## src/lsfs_pkg.sv

```systemverilog
// ----------------------------------------------------------------------------
// LED strip frame sequencer package
// Shared constants, codes and types.
// ----------------------------------------------------------------------------
package lsfs_pkg;
   localparam int unsigned PATTERN_DEPTH = 512;
   localparam int unsigned CSR_DATA_W = 32;
   localparam int unsigned CSR_ADDR_W = 3;

   typedef enum logic [2:0] {
      KIND_WRITE = 3'd0,
      KIND_START = 3'd1,
      KIND_SLOT = 3'd2,
      KIND_PERIOD = 3'd3,
      KIND_TRIG = 3'd4
   } kind_type;

   typedef enum logic [2:0] {
      REG_LED_COUNT = 3'd0,
      REG_GROUP_COUNT = 3'd1,
      REG_SEQ_COUNT = 3'd2,
      REG_PERIOD = 3'd3,
      REG_REPS = 3'd4,
      REG_TRIG_EN = 3'd5,
      REG_TRIG_DELAY = 3'd6,
      REG_TRIG_WIDTH = 3'd7
   } reg_type;

   localparam logic [7:0] BYTE_ZERO = 8'h00;
   localparam logic [7:0] BYTE_ONES = 8'hFF;
endpackage

```

## src/led_strip_frame_sequencer.sv

```systemverilog
// ----------------------------------------------------------------------------
// LED strip frame sequencer
// Builds APA102-style strip frames from a pattern memory, at most one byte per slot.
// ----------------------------------------------------------------------------
// Usage:
//   req_ channel: one event word per handshake. req_tuser = kind (write,
//   start, byte slot, period tick, trigger tick). req_tdata carries the
//   pattern address and byte for writes.
//   rsp_ channel: exactly one word per event: byte_valid/spi_byte plus
//   strip_enable, trigger_level and running flags.
//   csr_ port: write-only registers, taken at once, no read-back.
// Timing: an accepted word passes the pattern read (ST_READ), then the
//   update (ST_EXEC); the response is then held in an output register
//   (ST_OUT). No new word is accepted until the response has been taken.
//   Any config write to led_count or group_count starts a serial division
//   of LEDs per group; req_tready stays low until it is done.
// Reset: all sequencing state clears, trigger pin idles high, registers
//   take their default values; pattern memory is not cleared.
// Stall: if the receiver holds rsp_tready low, the response waits and no
//   further word is accepted.
// ----------------------------------------------------------------------------
module led_strip_frame_sequencer #(
   parameter int unsigned PATTERN_DEPTH = lsfs_pkg::PATTERN_DEPTH
) (
   input  logic        clock,
   input  logic        reset,
   input  logic        req_tvalid,
   output logic        req_tready,
   input  logic [23:0] req_tdata,  // pattern_addr[8:0], pattern_data[16:9]
   input  logic [2:0]  req_tuser,  // kind[2:0]
   output logic        rsp_tvalid,
   input  logic        rsp_tready,
   output logic [15:0] rsp_tdata,  // byte_valid[0], spi_byte[8:1], strip_enable[9],
                                   // trigger_level[10], running[11]
   input  logic        csr_wen,
   input  logic [lsfs_pkg::CSR_ADDR_W-1:0] csr_addr,
   input  logic [lsfs_pkg::CSR_DATA_W-1:0] csr_wdata
);
   localparam int unsigned AW = $clog2(PATTERN_DEPTH);

   typedef enum logic [2:0] {
      PH_IDLE, PH_START, PH_LEDS, PH_END, PH_CLOSE, PH_WAIT
   } phase_type;
   typedef enum logic [1:0] {TR_OFF, TR_DELAY, TR_WIDTH} trig_type;
   typedef enum logic [1:0] {ST_READY, ST_READ, ST_EXEC, ST_OUT} state_type;

   // configuration
   logic [15:0] led_count_ff;
   logic [9:0]  group_count_ff, seq_count_ff;
   logic [31:0] period_ff, reps_ff, tdelay_ff, twidth_ff;
   logic        trig_en_ff;

   state_type   state_ff;
   phase_type   phase_ff;
   trig_type    tphase_ff;
   logic [12:0] bcnt_ff;
   logic [15:0] lig_ff;
   logic [9:0]  gidx_ff, seqd_ff;
   logic [31:0] repd_ff, pcnt_ff, tcnt_ff;
   logic        tpin_ff;
   logic [2:0]  kind_ff;
   logic [AW-1:0] waddr_ff, raddr_ff;
   logic [7:0]  wdata_ff;
   logic        obv_ff;
   logic [7:0]  obyte_ff;
   logic [19:0] seq_base; // seqd * group_count, live register value
   logic [7:0]  rd_data;
   logic        div_busy, div_start;
   logic [15:0] per_group;

   // pattern read address: seqd * group_count + group index, mod depth
   logic [AW-1:0] rd_addr;
   assign seq_base = 20'(seqd_ff) * 20'(group_count_ff);
   assign rd_addr = AW'(seq_base + 20'(gidx_ff));

   lsfs_ram #(.WIDTH(8), .DEPTH(PATTERN_DEPTH)) u_ram (
      .clock  (clock),
      .wr_en  (state_ff == ST_EXEC && kind_ff == lsfs_pkg::KIND_WRITE),
      .wr_addr(waddr_ff),
      .wr_data(wdata_ff),
      .rd_addr(raddr_ff),
      .rd_data(rd_data)
   );

   assign div_start = csr_wen && (csr_addr == lsfs_pkg::REG_LED_COUNT ||
                                  csr_addr == lsfs_pkg::REG_GROUP_COUNT);

   lsfs_divider u_div (
      .clock   (clock),
      .reset   (reset),
      .start   (div_start),
      .dividend(csr_addr == lsfs_pkg::REG_LED_COUNT ? csr_wdata[15:0] : led_count_ff),
      .divisor (csr_addr == lsfs_pkg::REG_GROUP_COUNT ?
                ((csr_wdata[9:0] == 10'd0) ? 10'd1 : csr_wdata[9:0]) :
                ((group_count_ff == 10'd0) ? 10'd1 : group_count_ff)),
      .busy    (div_busy),
      .quotient(per_group)
   );

   assign req_tready = (state_ff == ST_READY) && !div_busy && !div_start;
   assign rsp_tvalid = (state_ff == ST_OUT);
   assign rsp_tdata = {4'd0, (phase_ff != PH_IDLE), tpin_ff,
                       (phase_ff != PH_IDLE && phase_ff != PH_WAIT), obyte_ff, obv_ff};

   logic [9:0]  groups;
   logic [12:0] end_len;
   assign groups = (group_count_ff == 10'd0) ? 10'd1 : group_count_ff;
   assign end_len = 13'((17'(led_count_ff) + 17'd15) >> 4);

   always_ff @(posedge clock) begin
      if (reset) begin
         led_count_ff <= 16'd1;
         group_count_ff <= 10'd1;
         seq_count_ff <= '0;
         period_ff <= '0;
         reps_ff <= '0;
         trig_en_ff <= 1'b0;
         tdelay_ff <= '0;
         twidth_ff <= '0;
         state_ff <= ST_READY;
         phase_ff <= PH_IDLE;
         tphase_ff <= TR_OFF;
         bcnt_ff <= '0;
         lig_ff <= '0;
         gidx_ff <= '0;
         seqd_ff <= '0;
         repd_ff <= '0;
         pcnt_ff <= '0;
         tcnt_ff <= '0;
         tpin_ff <= 1'b1;
         obv_ff <= 1'b0;
         obyte_ff <= '0;
      end else begin
         if (csr_wen) begin
            unique case (lsfs_pkg::reg_type'(csr_addr))
               lsfs_pkg::REG_LED_COUNT:   led_count_ff <= csr_wdata[15:0];
               lsfs_pkg::REG_GROUP_COUNT: group_count_ff <= csr_wdata[9:0];
               lsfs_pkg::REG_SEQ_COUNT:   seq_count_ff <= csr_wdata[9:0];
               lsfs_pkg::REG_PERIOD:      period_ff <= csr_wdata;
               lsfs_pkg::REG_REPS:        reps_ff <= csr_wdata;
               lsfs_pkg::REG_TRIG_EN:     trig_en_ff <= csr_wdata[0];
               lsfs_pkg::REG_TRIG_DELAY:  tdelay_ff <= csr_wdata;
               lsfs_pkg::REG_TRIG_WIDTH:  twidth_ff <= csr_wdata;
               default: ;
            endcase
         end
         unique case (state_ff)
            ST_READY: begin
               if (req_tvalid && req_tready) begin
                  kind_ff <= req_tuser;
                  waddr_ff <= AW'(req_tdata[8:0]);
                  wdata_ff <= req_tdata[16:9];
                  raddr_ff <= rd_addr;
                  state_ff <= ST_READ;
               end
            end
            ST_READ: state_ff <= ST_EXEC;
            ST_EXEC: begin
               obv_ff <= 1'b0;
               obyte_ff <= lsfs_pkg::BYTE_ZERO;
               state_ff <= ST_OUT;
               priority case (kind_ff)
                  lsfs_pkg::KIND_START: begin
                     if (phase_ff == PH_IDLE) begin
                        seqd_ff <= '0;
                        repd_ff <= '0;
                        phase_ff <= PH_START;
                        bcnt_ff <= 13'd1;
                        lig_ff <= '0;
                        gidx_ff <= '0;
                        obv_ff <= 1'b1;
                     end
                  end
                  lsfs_pkg::KIND_SLOT: begin
                     priority case (phase_ff)
                        PH_START: begin
                           obv_ff <= 1'b1;
                           if (bcnt_ff + 13'd1 >= 13'd4) begin
                              bcnt_ff <= '0;
                              phase_ff <= PH_LEDS;
                           end else begin
                              bcnt_ff <= bcnt_ff + 13'd1;
                           end
                        end
                        PH_LEDS: begin
                           obv_ff <= 1'b1;
                           if (bcnt_ff == 13'd0) begin
                              obyte_ff <= lsfs_pkg::BYTE_ONES;
                              bcnt_ff <= 13'd1;
                           end else begin
                              obyte_ff <= rd_data;
                              if (bcnt_ff < 13'd3) begin
                                 bcnt_ff <= bcnt_ff + 13'd1;
                              end else begin
                                 bcnt_ff <= '0;
                                 if (17'(lig_ff) + 17'd1 >= 17'(per_group)) begin
                                    lig_ff <= '0;
                                    if (gidx_ff + 10'd1 >= groups) begin
                                       gidx_ff <= '0;
                                       phase_ff <= PH_END;
                                    end else begin
                                       gidx_ff <= gidx_ff + 10'd1;
                                    end
                                 end else begin
                                    lig_ff <= lig_ff + 16'd1;
                                 end
                              end
                           end
                        end
                        PH_END: begin
                           obv_ff <= 1'b1;
                           obyte_ff <= lsfs_pkg::BYTE_ONES;
                           if (bcnt_ff + 13'd1 >= end_len) begin
                              bcnt_ff <= '0;
                              phase_ff <= PH_CLOSE;
                           end else begin
                              bcnt_ff <= bcnt_ff + 13'd1;
                           end
                        end
                        PH_CLOSE: begin
                           seqd_ff <= seqd_ff + 10'd1;
                           phase_ff <= PH_WAIT;
                           pcnt_ff <= '0;
                           if (trig_en_ff) begin
                              tphase_ff <= TR_DELAY;
                              tcnt_ff <= '0;
                           end
                        end
                        default: ;
                     endcase
                  end
                  lsfs_pkg::KIND_PERIOD: begin
                     if (phase_ff == PH_WAIT) begin
                        if (pcnt_ff + 32'd1 >= period_ff) begin
                           pcnt_ff <= '0;
                           if (seqd_ff < seq_count_ff || reps_ff == 32'd0 ||
                               repd_ff != reps_ff - 32'd1) begin
                              if (!(seqd_ff < seq_count_ff)) begin
                                 seqd_ff <= '0;
                                 if (reps_ff != 32'd0) repd_ff <= repd_ff + 32'd1;
                              end
                              phase_ff <= PH_START;
                              bcnt_ff <= 13'd1;
                              lig_ff <= '0;
                              gidx_ff <= '0;
                              obv_ff <= 1'b1;
                           end else begin
                              seqd_ff <= '0;
                              repd_ff <= '0;
                              phase_ff <= PH_IDLE;
                           end
                        end else begin
                           pcnt_ff <= pcnt_ff + 32'd1;
                        end
                     end
                  end
                  lsfs_pkg::KIND_TRIG: begin
                     if (tphase_ff == TR_DELAY) begin
                        if (tcnt_ff + 32'd1 >= tdelay_ff) begin
                           tcnt_ff <= '0;
                           tpin_ff <= 1'b0;
                           tphase_ff <= TR_WIDTH;
                        end else begin
                           tcnt_ff <= tcnt_ff + 32'd1;
                        end
                     end else if (tphase_ff == TR_WIDTH) begin
                        if (tcnt_ff + 32'd1 >= twidth_ff) begin
                           tcnt_ff <= '0;
                           tpin_ff <= 1'b1;
                           tphase_ff <= TR_OFF;
                        end else begin
                           tcnt_ff <= tcnt_ff + 32'd1;
                        end
                     end
                  end
                  default: ;
               endcase
            end
            ST_OUT: if (rsp_tready) state_ff <= ST_READY;
            default: state_ff <= ST_READY;
         endcase
      end
   end
endmodule

```

## src/lsfs_ram.sv

```systemverilog
// ----------------------------------------------------------------------------
// Generic RAM
// One write port, one read port, registered read data.
// ----------------------------------------------------------------------------
module lsfs_ram #(
   parameter int unsigned WIDTH = 8,
   parameter int unsigned DEPTH = 512
) (
   input  logic                     clock,
   input  logic                     wr_en,
   input  logic [$clog2(DEPTH)-1:0] wr_addr,
   input  logic [WIDTH-1:0]         wr_data,
   input  logic [$clog2(DEPTH)-1:0] rd_addr,
   output logic [WIDTH-1:0]         rd_data
);
   logic [WIDTH-1:0] mem [DEPTH];

   always_ff @(posedge clock) begin
      if (wr_en) begin
         mem[wr_addr] <= wr_data;
      end
      rd_data <= mem[rd_addr];
   end
endmodule

```

## src/lsfs_divider.sv

```systemverilog
// ----------------------------------------------------------------------------
// Serial divider
// Restoring 16 / 10 bit unsigned division, one quotient bit per cycle.
// ----------------------------------------------------------------------------
module lsfs_divider (
   input  logic        clock,
   input  logic        reset,
   input  logic        start,
   input  logic [15:0] dividend,
   input  logic [9:0]  divisor,
   output logic        busy,
   output logic [15:0] quotient
);
   logic [15:0] quot_ff, quot_in;
   logic [10:0] rem_ff, rem_in;
   logic [9:0]  dsr_ff, dsr_in;
   logic [4:0]  cnt_ff, cnt_in;
   logic [11:0] trial;

   always_comb begin
      quot_in = quot_ff;
      rem_in = rem_ff;
      dsr_in = dsr_ff;
      cnt_in = cnt_ff;
      trial = {rem_ff, quot_ff[15]} - {2'b00, dsr_ff};
      if (start) begin
         quot_in = dividend;
         rem_in = '0;
         dsr_in = divisor;
         cnt_in = 5'd16;
      end else if (cnt_ff != 5'd0) begin
         cnt_in = cnt_ff - 5'd1;
         if (!trial[11]) begin
            rem_in = trial[10:0];
            quot_in = {quot_ff[14:0], 1'b1};
         end else begin
            rem_in = {rem_ff[9:0], quot_ff[15]};
            quot_in = {quot_ff[14:0], 1'b0};
         end
      end
   end

   always_ff @(posedge clock) begin
      if (reset) begin
         cnt_ff <= '0;
         quot_ff <= 16'd1; // 1 LED over 1 group, the register defaults
      end else begin
         cnt_ff <= cnt_in;
         quot_ff <= quot_in;
      end
      rem_ff <= rem_in;
      dsr_ff <= dsr_in;
   end

   assign busy = (cnt_ff != 5'd0);
   assign quotient = quot_ff;
endmodule

```

## config.mk

```make
export PLATFORM = sky130hd
export DESIGN_NAME = led_strip_frame_sequencer
export DESIGN_NICKNAME = d
export VERILOG_FILES = /design/src/lsfs_pkg.sv /design/src/led_strip_frame_sequencer.sv /design/src/lsfs_ram.sv /design/src/lsfs_divider.sv
export SDC_FILE = /design/constraint.sdc
export NUM_CORES = 2
export LEC_CHECK = 0
export BUFFER_PORTS_ARGS = -buffer_cell sky130_fd_sc_hd__buf_4
export CAP_MARGIN = 20
export CORE_UTILIZATION = 40
export CTS_BUF_LIST = sky130_fd_sc_hd__clkbuf_4 sky130_fd_sc_hd__clkbuf_8
export DETAILED_ROUTE_END_ITERATION = 7
export HOLD_SLACK_MARGIN = 0.12
export SETUP_SLACK_MARGIN = 0.4
export SYNTH_ARGS = -nofsm -noshare
export SYNTH_HDL_FRONTEND = slang
export SYNTH_HIERARCHICAL = 1
export SYNTH_SLANG_ARGS = --single-unit
```

## constraint.sdc

```tcl
create_clock -name clock -period 8.55 [get_ports clock]
set_clock_uncertainty 0.1 [all_clocks]
set_input_delay 2.1375 -clock clock [delete_from_list [all_inputs] [get_ports clock]]
set_output_delay 2.1375 -clock clock [all_outputs]
set_load 0.02 [all_outputs]
```

==> summary.md <==
| Metric | Value |
|---|---|
| Clk_lat worst skew | `1310 ps` |
| Seq pwr share | `52.3%` |
| PwrDens | `230 nW/µm²` |
| Fin crit period | `6620 ps` |
| Setup Crit Path Kind | `reg2reg` |
| Die ar. | `464000 µm²` |
| Net Sw Power | `0.0119 W` |
| IR drop worst, VDD | `0.167 mV` |
| Clock power share | `37.6%` |
| Endpoints failing setup | `0` |
| Register area share after synthesis | `71.3%` |
| Die Y | `681 µm` |
| LEAKAGE | `65.9 nW` |
| Core ar. | `460000 µm²` |
| Crit end category | `flop` |
| CTS Hold Bufs | `0` |
| Vias in the first global route | `104000` |
| Crit path launch type | `flop` |
| CTS resizes | `0` |
| Max capacitance violation total | `0` |
| CTS tree | `done` |
| Post-CTS Setup Bufs | `0` |
| Clock-pin slew on the worst setup and hold paths | `60 ps` |
| Cell area after synthesis | `184000 µm²` |
| CP arrival | `7580 ps` |
| Max-slew violation count | `0` |
| Main flop type after synthesis | `edfxtp_1` |
| DRC errors left | `51` |
| Unrepaired setup endpoints after global routing | `false` |
| Hold Path Class | `reg2reg` |
| Initial antenna violation count | `16` |
| Post-Synthesis Cells | `11100` |
| GRT Overall Usage | `20.5%` |
| Max-slew headroom | `14.5%` |
| H-tree Lvls | `6` |
| Tightest Pin Transition | `1280 ps` |
| First-pass GRT wire length | `706000 µm` |
| Failing checks | `design-rule violations` |
| Async S/R FF share, synth | `0%` |
| Switching share of total power | `25.2%` |
| Largest net degree at the start of global routing | `211` |
| Port Buffers | `73` |
| FMAX | `151 MHz` |
| Layout cells sized above 1 | `17.7%` |
| CTS Buf Count | `706` |
| Logic pwr share | `10.1%` |
| Rows | `249` |
| Critical Path Fanout Max | `37` |
| Post-detail-place hpwl | `293000 µm` |
| Routed WL | `488000 µm` |
| Number of flops mapped to enable cells by yosys | `4135` |
| WHS | `355 ps` |
| Antenna Nets Post-Route | `0` |
| Total internal power | `0.0353 W` |
| Drt pass-1 iters | `8` |
| CTS Sinks | `4502` |
| Syn_area_per_cell | `16.7 µm²` |
| Setup TNS | `0 ps` |
| Routability-driven placement congestion ratio | `0.868` |
| 1st-iter DRT viols | `10800` |
| Io pins | `85` |
| Final worst slack | `1930 ps` |
| Drt wl/cell | `27.0 µm` |
| Area delta synth->final | `11.1%` |
| Final period utilization | `77.4%` |
| Vias per cell | `5.75` |
| Die X | `681 µm` |
| Core Util, Final | `44.6%` |
| Pwr Total | `0.0471 W` |
| Starting Density | `40.1%` |
| Place WS | `2040 ps` |
| Synth warn | `6` |
| Root Driver | `clkbuf_8` |
| Hold Vio Cnt, Final | `0` |
| Status | `complete, but fails checks` |
| Synth cell types | `96` |
| Worst EP required | `9510 ps` |
| Gr ovfl total | `0` |
| Synth Register Bits | `4502` |
| DR vias | `104000` |
| NumNets Final | `11600` |
| Max Buffers Root-to-Sink | `4` |
[cell families (layout without fill, tap and decap cells)]
| group | after synthesis | after routing | share of synthesized area [%] |
|---|---|---|---|
| buffers and inverters | 904 | 1735 | 2.43 |
| AND/OR/NAND/NOR | 2146 | 2146 | 5.33 |
| XOR/XNOR | 206 | 206 | 0.978 |
| flip-flops | 4502 | 4502 | 71.3 |
| adder cells (fa/ha/maj) | 217 | 217 | 1.57 |
| other | 1 | 10 | 0.00203 |
| AO/OA/AOI/OAI | 1602 | 1602 | 5.87 |
| multiplexers | 1491 | 1491 | 12.5 |
[stage by stage]
stage          std cells  area, µm²
6_report           18100     205000
5_1_grt            18100     205000
4_1_cts            18000     205000
3_5_place_dp       16800     191000
3_3_place_gp       16800     191000
2_1_floorplan      11100     184000
[synth_stat cells (118+ instances only)]
library cell	count	area share (%)
a21oi_1	470	1.3
clkbuf_1	404	0.82
dfxtp_1	367	4.0
edfxtp_1	4135	67
ha_1	194	1.3
inv_1	214	0.44
mux2i_1	821	4.5
mux4_2	654	8.0
nand2_1	626	1.3
nand3_1	145	0.39
nand4_1	118	0.40
nor2_1	724	1.5
nor3_1	191	0.52
o21ai_0	210	0.57
o221ai_1	372	1.8
o22ai_1	165	0.56
xnor2_1	122	0.58
[cells in the final DEF, fill, tap and decap left out, drive strengths merged, types with 19 or more instances in the layout]
master / instances
edfxtp: 4135
clkbuf: 971
mux2i: 821
nor2: 724
mux4: 654
nand2: 626
a21oi: 470
o221ai: 373
dfxtp: 367
buf: 249
inv: 248
clkinv: 247
o21ai: 217
ha: 194
nor3: 192
o22ai: 165
nand3: 145
xnor2: 122
nand4: 118
xor2: 84
a22oi: 69
a21o: 67
nor4: 64
and2: 56
and3: 46
a22o: 34
a211oi: 33
nand2b: 26
o31ai: 26
nor2b: 23
fa: 23
or3: 23
or4: 19
[registers in the layout (all words and copies together) (netlist names), 32 cells and up]
signal	count
reps_ff	32
repd_ff	32
u_ram/mem	4096
period_ff	32
twidth_ff	32
tcnt_ff	32
tdelay_ff	32
pcnt_ff	32
[layout make-up]
cell class / count / area (µm²)
Timing Repair Buffer: 249 / 2400
Clock inverter: 299 / 1820
Tap cell: 6149 / 7690
Fill cell: 39500 / 255000
Inverter: 216 / 818
Antenna cell: 6 / 15.0
Sequential cell: 4502 / 132000
Multi-Input combinational cell: 5666 / 48800
Clock buffer: 971 / 11900
[power by group through the flow]
stage / clock (W) / sequential [W] / combinational (W)
floorplan: 0 / 0.0256 / 0.00280
CTS: 0.0181 / 0.0246 / 0.00477
detailed placement: 0 / 0.0251 / 0.00476
global placement: 0 / 0.0251 / 0.00464
finish: 0.0177 / 0.0246 / 0.00478
global route: 0.0190 / 0.0246 / 0.00504
[final timing paths]
path,startpoint,end,slack (ps),cells past startpoint
setup / recovery,pcnt_ff[2]$_SDFFE_PP0P_,seqd_ff[2]$_SDFFE_PP0P_,1930,16
hold / removal,tdelay_ff[26]$_SDFFE_PP0P_,tdelay_ff[26]$_SDFFE_PP0P_,360,2
setup reg to reg,pcnt_ff[2]$_SDFFE_PP0P_,seqd_ff[2]$_SDFFE_PP0P_,1930,16
hold reg to reg,tdelay_ff[26]$_SDFFE_PP0P_,tdelay_ff[26]$_SDFFE_PP0P_,360,2
[metal layers]
layer,routed length (µm),GRT usage [%],vias up
met4,15600,6.52,6
met5,36,0,-
met1,198000,27.5,54000
met3,36400,3.55,810
li1,-,-,44700
met2,238000,34.0,4306
[critical path, stage by stage, from the launching register on]
cell and delay (ps):
dfxtp_1 410, and3_1 180, nand3_1 220, nor4_1 850, nand4_1 420, nor3_1 690
nand4_1 200, xnor2_1 190, ha_1 300, nand4_1 120, nor2_1 260, o2111ai_1 420
a221oi_4 790, buf_4 480, nand2_1 150, o21ai_1 580, nor2_1 120
Power figures use the tool's default switching activity.
